## src/rtl/fbpa_pkg.sv

```systemverilog
// ----------------------------------------------------------------------------
// fbpa_pkg
// Shared sizes, codes and types for the fixed block pool allocator.
// ----------------------------------------------------------------------------
package fbpa_pkg;

  // Pool dimensions.
  localparam int MAX_SLABS    = 16;
  localparam int MAX_ENTRIES  = 4096;
  localparam int HEADER_BYTES = 8;

  // Field widths.
  localparam int ENTRY_W  = 12;
  localparam int COUNT_W  = ENTRY_W + 1;
  localparam int SLAB_W   = 4;
  localparam int OPEN_W   = SLAB_W + 1;
  localparam int OFFSET_W = 24;
  localparam int BB_W     = 16;
  localparam int BPS_W    = 9;
  localparam int STATUS_W = 2;
  localparam int SCALE_W  = BB_W + 1;
  localparam int PROD_W   = BPS_W + SCALE_W;

  // Divider sizing: one quotient bit per step.
  localparam int DIV_STEPS = ENTRY_W;
  localparam int DIV_CNT_W = $clog2(DIV_STEPS);

  // Configuration port.
  localparam int CFG_ADDR_W = 3;
  localparam int CFG_DATA_W = 32;

  // Request codes.
  localparam logic FUNC_ALLOC = 1'b0;
  localparam logic FUNC_FREE  = 1'b1;

  // Register indexes.
  localparam logic REG_BLOCK_BYTES     = 1'b0;
  localparam logic REG_BLOCKS_PER_SLAB = 1'b1;

  // Result status codes.
  typedef enum logic [STATUS_W-1:0] {
    STATUS_OK       = 2'd0,
    STATUS_OOM      = 2'd1,
    STATUS_BAD_FREE = 2'd2
  } status_t;

  // Sequencer states.
  typedef enum logic [1:0] {
    ST_IDLE,
    ST_READ,
    ST_DIVIDE,
    ST_SCALE
  } state_t;

  // Divider result bundle.
  typedef struct packed {
    logic               done;
    logic [ENTRY_W-1:0] quotient;
    logic [BPS_W-1:0]   remainder;
  } div_result_t;

endpackage

```

## src/rtl/fbpa_divider.sv

```systemverilog
// ----------------------------------------------------------------------------
// fbpa_divider
// Restoring divider: entry number by slab size, one quotient bit per cycle.
// ----------------------------------------------------------------------------
module fbpa_divider import fbpa_pkg::*; (
  input  logic               clk,
  input  logic               rst_n,
  input  logic               start,
  input  logic [ENTRY_W-1:0] dividend,
  input  logic [BPS_W-1:0]   divisor,
  output div_result_t        result
);

  logic                 busy_r, busy_nxt;
  logic                 done_r, done_nxt;
  logic [DIV_CNT_W-1:0] cnt_r, cnt_nxt;
  logic [BPS_W-1:0]     rem_r, rem_nxt;
  logic [ENTRY_W-1:0]   quo_r, quo_nxt;
  logic [BPS_W-1:0]     dvs_r, dvs_nxt;
  logic [BPS_W:0]       trial;
  logic [BPS_W:0]       diff;
  logic                 fits;

  // One shift-and-subtract step.
  always_comb begin
    trial = {rem_r, quo_r[ENTRY_W-1]};
    diff  = trial - {1'b0, dvs_r};
    fits  = (trial >= {1'b0, dvs_r});
  end

  // Step control.
  always_comb begin
    busy_nxt = busy_r;
    done_nxt = 1'b0;
    cnt_nxt  = cnt_r;
    rem_nxt  = rem_r;
    quo_nxt  = quo_r;
    dvs_nxt  = dvs_r;
    if (start) begin
      busy_nxt = 1'b1;
      cnt_nxt  = '0;
      rem_nxt  = '0;
      quo_nxt  = dividend;
      dvs_nxt  = divisor;
    end else if (busy_r) begin
      rem_nxt = fits ? diff[BPS_W-1:0] : trial[BPS_W-1:0];
      quo_nxt = {quo_r[ENTRY_W-2:0], fits};
      cnt_nxt = cnt_r + 1'b1;
      if (cnt_r == DIV_CNT_W'(DIV_STEPS - 1)) begin
        busy_nxt = 1'b0;
        done_nxt = 1'b1;
      end
    end
  end

  // Control registers.
  always_ff @(posedge clk) begin
    if (!rst_n) begin
      busy_r <= 1'b0;
      done_r <= 1'b0;
      cnt_r  <= '0;
    end else begin
      busy_r <= busy_nxt;
      done_r <= done_nxt;
      cnt_r  <= cnt_nxt;
    end
  end

  // Datapath registers.
  always_ff @(posedge clk) begin
    rem_r <= rem_nxt;
    quo_r <= quo_nxt;
    dvs_r <= dvs_nxt;
  end

  assign result.done      = done_r;
  assign result.quotient  = quo_r;
  assign result.remainder = rem_r;

endmodule

```

## config.mk

```make
export PLATFORM = sky130hd
export DESIGN_NAME = fbpa_divider
export DESIGN_NICKNAME = d
export VERILOG_FILES = /design/src/rtl/fbpa_pkg.sv /design/src/rtl/fbpa_divider.sv
export SDC_FILE = /design/constraint.sdc
export NUM_CORES = 1
export LEC_CHECK = 0
export ABC_CLOCK_PERIOD_IN_PS = 2200
export BUFFER_PORTS_ARGS = -buffer_cell sky130_fd_sc_hd__buf_4
export CAP_MARGIN = 40
export CORE_ASPECT_RATIO = 1.1
export CORE_UTILIZATION = 50
export CTS_BUF_LIST = sky130_fd_sc_hd__clkbuf_8
export DETAILED_ROUTE_END_ITERATION = 7
export GPL_TIMING_DRIVEN = 0
export HOLD_SLACK_MARGIN = 0.05
export PLACE_DENSITY = 0.81
export SETUP_SLACK_MARGIN = 0.3
export SLEW_MARGIN = 10
export SYNTH_ARGS = -nofsm -noshare
export SYNTH_HDL_FRONTEND = slang
export SYNTH_SLANG_ARGS = --single-unit
```

## constraint.sdc

```tcl
create_clock -name clk -period 2.2 [get_ports clk]
set_clock_uncertainty 0.1 [all_clocks]
set_input_delay 0.33 -clock clk [delete_from_list [all_inputs] [get_ports clk]]
set_output_delay 0.33 -clock clk [all_outputs]
set_load 0.01 [all_outputs]
```

==> results of run 1 <==
-- logic make-up (layout without fill, tap and decap cells) --
| kind of cell | after synthesis | after routing |
|---|---|---|
| buffers and inverters | 19 | 78 |
| adders and majority gates | 11 | 11 |
| muxes | 19 | 19 |
| and+or+nand+nor | 47 | 47 |
| xor gates and xnor gates | 7 | 7 |
| DFF | 36 | 36 |
| AOI/OAI and AO/OA | 31 | 31 |
-- layout make-up --
type | instances | area, um^2
inverters | 11 | 41.3
well taps | 50 | 62.6
multi-input cells | 115 | 995
clock inverters | 3 | 16.3
flip-flops and latches | 36 | 931
repair buffers | 51 | 399
clock buffers | 5 | 68.8
fillers | 276 | 1100
plain buffers | 8 | 36.3
-- state kept, by name (all words and copies together), names as in the netlist --
| name | cells |
|---|---|
| rem_r | 9 |
| busy_r | 1 |
| quo_r | 12 |
| dvs_r | 9 |
| cnt_r | 4 |
| done_r | 1 |
-- timing repair --
item / in CTS / in global routing
pin swaps: 6 / 3
gates resized for setup: 9 / 3
setup endpoints to repair: 10 / 10
buffers inserted: 6 / 0
-- cell usage after synthesis, drive strengths merged --
cell type,n
o21ai,1
a21oi,7
nor4b,1
mux2i,7
o41ai,1
nand4b,2
nor2b,1
nand3b,3
nand3,3
o211a,2
buf,3
nand2b,4
mux2,12
and4b,1
and2b,1
nor2,17
edfxtp,21
or2,1
and2,1
xor2,5
a211oi,7
o211ai,5
nor3b,1
dfxtp,15
nand2,8
o2111ai,1
a311oi,4
o21a,1
fa,1
xnor2,2
or3,2
clkbuf,5
a21o,1
o31ai,1
nand4,1
ha,10
inv,11
-- per-layer routing --
layer | track usage, % | part of all wire [%] | vias up
met3 | 6.80 | 5.9 | 6
met1 | 26.4 | 45 | 704
met2 | 32.0 | 47 | 52
met4 | 8.81 | 1.4 | 0
met5 | 0 | 0 | -
li1 | - | - | 742
-- power by group through the flow --
stage	combinational [mW]	sequential (mW)	clock (mW)
2_1_floorplan	0.290	0.844	0
3_3_place_gp	0.453	0.832	0
3_5_place_dp	0.461	0.832	0
4_1_cts	0.538	0.820	0.464
5_1_grt	0.593	0.828	0.487
6_report	0.548	0.820	0.451
-- final timing paths --
check	startpoint	end	depth (start not counted)
max	quo_r[11]$_DFFE_PP_	rem_r[8]$_SDFFE_PP0P_	9
min	divisor[8]	dvs_r[8]$_DFFE_PP_	1
max reg2reg	quo_r[11]$_DFFE_PP_	rem_r[8]$_SDFFE_PP0P_	9
min reg2reg	cnt_r[2]$_SDFFE_PP0P_	done_r$_SDFF_PP0_	1
==> impl_results.md, run 1 <==
- Sequential share of power: 45.1%
- Initial Util: 52.3%
- CP top delay family: compound AO/OA/AOI/OAI gates
- Final setup viols: 10
- Post-detail-place hpwl: 2690 um
- Crit end category: register
- DR iter-0 viols: 69
- IO buf count: 45
- Post-DP Area: 2330 um^2
- Syn nets: 205
- Failing checks: setup timing
- Most common cell after layout, fill and taps aside: buf_4
- Post-route insts no fill: 279
- Pre-CTS setup slack: -0.272 ns
- Comb power frac: 30.1%
- Adder-Cell Fraction of Synth Area: 7.59%
- Post-synthesis cell type count: 43
- Worst Path Max Fanout: 4
- LEAKAGE: 1.07 nW
- Cell Area, Synth: 1910 um^2
- Minimum clock period after layout: 2.37 ns
- Int Pwr: 1.28 mW
- Fin. max-slew vios: 0
- Yosys warns: 0
- P&R area growth vs syn: 33.3%
- Die height: 66.9 um
- Initial antenna violation count: 0
- Most frequent cells in the layout: buf_4, edfxtp_1, nor2_1
- Fin Hold WS: 0.122 ns
- Post-synth top area cell: edfxtp_1
- Hold_buf cts: 0
- Ant diodes: 0
- Final WL: 3860 um
- Design Area, Final: 2550 um^2
- Worst Setup Start Kind: register
- PD cells: 714 nW/um^2
- Total CTS buffers: 5
- Multiplexer share of the synthesized area: 10.7%
- Top achievable clock speed: 422 MHz
- Total track usage: 20.8%
- Max rail drop VDD: 0.453 mV
- CTS root buffer: clkbuf_8
- Post-route worst setup slack: -0.167 ns
- Switching power: 0.538 mW
- Total power draw: 1.82 mW
- XOR/XNOR Fraction of Synth Area: 3.20%
- CTS tree: done
- I/O pins: 46
- CP required: 2.30 ns
- Vias in the first global route: 1394
- First-pass GRT wire length: 6090 um
- Post-synthesis sequential area ratio: 48.7%
- DRC violations left: 0
- Simple-gate portion of the synthesized area: 13.4%
- Final nets: 263
- Sink Count: 36
- Die Wd: 61.0 um
- Top-area cell type share of the netlist area: 33.0%
- Hold Path Class: input pin to register
- Clk slew on worst S/H paths: 0.07 ns
- Sw frac: 29.5%
- Final ANT Viol Nets: 0
- Fin util: 69.8%
- Gr ovfl total: 0
- Largest cells by area after synthesis: edfxtp_1, dfxtp_1, mux2_2
- Htree depth: 2
- Outcome: finished, violations left
- DP Cell Count: 265
- Setup CP Type: register to register
- Setup TNS: -1.15 ns
- # Max-Cap Violations: 0
- RePlAce Congestion: 0.783
- Final Hold Fails: 0
- CTS Buffer Depth: 2
- Clock Latency Late Sink: 0.28 ns
- DIE AREA: 4080 um^2
- Largest family of logic cells by synthesized area: simple AND/OR/NAND/NOR gates
- Cells along the critical path: inv_1, ha_2, inv_2, fa_2, a211oi_4, o211ai_1, o211a_1, or3_1, a311oi_2
- Unrepaired setup endpoints after global routing: yes
- Gate Count Post-Synth: 170
- CP peak stage delay: 0.40 ns
- Synthesized flop and latch total: 36
- WP data arrival: 2.46 ns
- Mapped Avg Cell Area: 11.3 um^2
- Core area: 3650 um^2
- Critical path buffer and inverter count: 2
- Vias/cell: 5.39
- Routed via count: 1504
- Worst-Margin Slew: 0.576 ns
- # rows: 23
- Layout cells sized above 1: 38.0%
- Rel. slew slack: 61.6%
- Master of the slowest instance on the critical path: edfxtp_1
- Fin crit share: 108%
- R2r setup slk: -0.17 ns
- Clock share of power: 24.8%
- DRT Pass-1 Iters: 4
- Wire length per cell: 13.8 um
- Largest net degree at the start of global routing: 13
- Post-synthesis compound-gate area fraction: 12.4%
Power figures use the tool's default switching activity.
==> run 2: changes to the inputs <==
--- a/config.mk
+++ b/config.mk
@@ -8,7 +8,6 @@
 export ABC_CLOCK_PERIOD_IN_PS = 2200
 export BUFFER_PORTS_ARGS = -buffer_cell sky130_fd_sc_hd__buf_4
 export CAP_MARGIN = 40
-export CORE_ASPECT_RATIO = 1.1
 export CORE_UTILIZATION = 50
 export CTS_BUF_LIST = sky130_fd_sc_hd__clkbuf_8
 export DETAILED_ROUTE_END_ITERATION = 7
==> run 2 against run 1 <==
Effect of this change:
- the flow still finishes with violations (setup timing)
- critical endpoint is now quo_r[0]$_DFFE_PP_
- sequential share of layout area is essentially flat
- global-route usage rose by 0.69 points
- critical path type unchanged
- via count is 1.7% higher
- worst setup slack gained 0.016 ns
- wire length increased by 2.8%
- maximum frequency increased by 0.69%
- sequential power about the same
- count of clock-buffer cells in the layout unchanged
- critical path depth down 1
- power grew 0.84%
- clock power grew 4%
==> impl_results.md, run 2 (synthesis gave the netlist of run 1 again) <==
- Largest register FFs: 12 (unchanged)
- Fin. max-slew vios: 0 (unchanged)
- Fin Hold WS: 0.105 ns (-0.0171 ns)
- CTS root buffer: clkbuf_8
- DR iter-0 viols: 86 (+25%)
- CP required: 2.15 ns (-0.15 ns)
- Outcome: finished, violations left
- Rel. slew slack: 61.7% (+0.080 points)
- Master of the slowest instance on the critical path: edfxtp_1
- Worst Setup Start Kind: register
- Final Hold Fails: 0 (unchanged)
- WP data arrival: 2.30 ns (-0.16 ns)
- Worst-Margin Slew: 0.575 ns (-0.00120 ns)
- Htree depth: 2 (unchanged)
- IO buf count: 45 (unchanged)
- Core area: 3660 um^2 (+0.17%)
- CP top delay family: compound AO/OA/AOI/OAI gates
- Clock Latency Late Sink: 0.30 ns (+0.02 ns)
- Final WL: 3970 um (+2.8%)
- Pre-CTS setup slack: -0.266 ns (+0.00577 ns)
- Fill cells: 277 (+0.36%)
- CTS Buffer Depth: 2 (unchanged)
- Sink Count: 36 (unchanged)
- DRT Pass-1 Iters: 4 (unchanged)
- Die Wd: 63.9 um (+4.7%)
- Max rail drop VDD: 0.485 mV (+7.0%)
- Layout cells sized above 1: 39.9% (+1.9 points)
- Total CTS buffers: 5 (unchanged)
- Initial antenna violation count: 0 (unchanged)
- Critical path buffer and inverter count: 2 (unchanged)
- Regs by FF count: quo_r x12, dvs_r x9, rem_r x9
- DRC violations left: 0 (unchanged)
- Top achievable clock speed: 425 MHz (+0.69%)
- Most common cell after layout, fill and taps aside: buf_4
- Hold_buf cts: 0 (unchanged)
- Vias in the first global route: 1435 (+2.9%)
- Cells along the critical path: inv_1, ha_2, inv_2, fa_2, a211oi_4, o21a_2, o211ai_4, mux2_2
- Die height: 63.9 um (-4.5%)
- Crit end category: register
- Setup TNS: -0.734 ns (+0.420 ns)
- Ant diodes: 0 (unchanged)
- Hold Path Class: input pin to register
- I/O pins: 46 (unchanged)
- Worst Path Max Fanout: 8 (+4)
- Largest net degree at the start of global routing: 13 (unchanged)
- First-pass GRT wire length: 6470 um (+6.1%)
- Routed via count: 1530 (+1.7%)
- RePlAce Congestion: 0.821 (+4.8%)
- CTS tree: done
- Minimum clock period after layout: 2.35 ns (-0.0162 ns)
- Biggest register: quo_r
- # rows: 22 (-4.3%)
- P&R area growth vs syn: 33.2% (about the same)
- Wire length per cell: 14.4 um (+4.0%)
- Post-detail-place hpwl: 2820 um (+4.8%)
- Failing checks: setup timing
- Most frequent cells in the layout: buf_4, edfxtp_1, nor2_1
- Post-route worst setup slack: -0.151 ns (+0.0162 ns)
- Clk slew on worst S/H paths: 0.07 ns (about the same)
- Initial Util: 52.3% (-0.089 points)
- Total track usage: 21.4% (+0.69 points)
- LEAKAGE: 1.06 nW (-0.92%)
- Gr ovfl total: 0 (unchanged)
- Vias/cell: 5.54 (+2.8%)
- Final nets: 262 (-0.38%)
- PD cells: 720 nW/um^2 (+0.94%)
- # Max-Cap Violations: 0 (unchanged)
- Final setup viols: 9 (-1)
- CP peak stage delay: 0.40 ns (about the same)
- Unrepaired setup endpoints after global routing: yes
- Final ANT Viol Nets: 0 (unchanged)
- Fin crit share: 107% (-0.74 points)
- Setup CP Type: register to register
- DIE AREA: 4080 um^2 (about the same)
[run 2: per-layer routing]
| layer | wire [um] | vias up | track usage [%] |
|---|---|---|---|
| met1 | 1630 | 729 | 25.5 |
| li1 | - | 737 | - |
| met4 | 51 | 0 | 8.24 |
| met3 | 267 | 9 | 8.39 |
| met5 | 0 | - | 0 |
| met2 | 2030 | 55 | 34.7 |
[run 2: worst paths after layout]
check | slack (ns) | end | startpoint | cells past startpoint
max | -0.15 | quo_r[0]$_DFFE_PP_ | quo_r[11]$_DFFE_PP_ | 8
min | 0.10 | dvs_r[2]$_DFFE_PP_ | divisor[2] | 1
max reg2reg | -0.15 | quo_r[0]$_DFFE_PP_ | quo_r[11]$_DFFE_PP_ | 8
min reg2reg | 0.40 | done_r$_SDFF_PP0_ | cnt_r[2]$_SDFFE_PP0P_ | 1
[run 2: repair_timing]
item	CTS	global route
gates resized for setup	10	7
endpoints found under the hold margin	0	0
pin swaps	9	0
buffers inserted	5	0
setup endpoints to repair	10	10
[run 2: cell type report]
class / count / area, um^2 / area share (%)
inverter: 11 / 41.3 / 1.62
multi-input combinational: 115 / 1010 / 39.5
timing repair buffer: 50 / 379 / 14.9
sequential: 36 / 931 / 36.5
clock buffer: 5 / 68.8 / 2.70
clock inverter: 3 / 18.8 / 0.737
tap: 48 / 60.1 / 2.36
buffer: 8 / 41.3 / 1.62
[run 2: through the flow]
step           util, %  cell area [um^2]  cells  power [mW]
5_1_grt           69.6              2550    276        1.93
3_3_place_gp      63.6              2330    263        1.29
2_1_floorplan        -              1930    170        1.13
6_report          69.6              2550    276        1.84
3_5_place_dp      63.6              2330    263        1.30
4_1_cts           69.0              2530    276        1.83
[run 2: where the power goes]
part           total, mW  leakage [nW]  internal [mW]  switching [mW]
Clock              0.467        0.0479          0.220           0.247
Combinational      0.546         0.684          0.281           0.265
Sequential         0.822         0.332          0.778          0.0431
[run 2: worst reg2reg max path: stages (launching register included)]
cell	delay [ns]
edfxtp_1	0.40
inv_1	0.07
ha_2	0.17
inv_2	0.04
fa_2	0.36
a211oi_4	0.25
o21a_2	0.24
o211ai_4	0.16
mux2_2	0.31
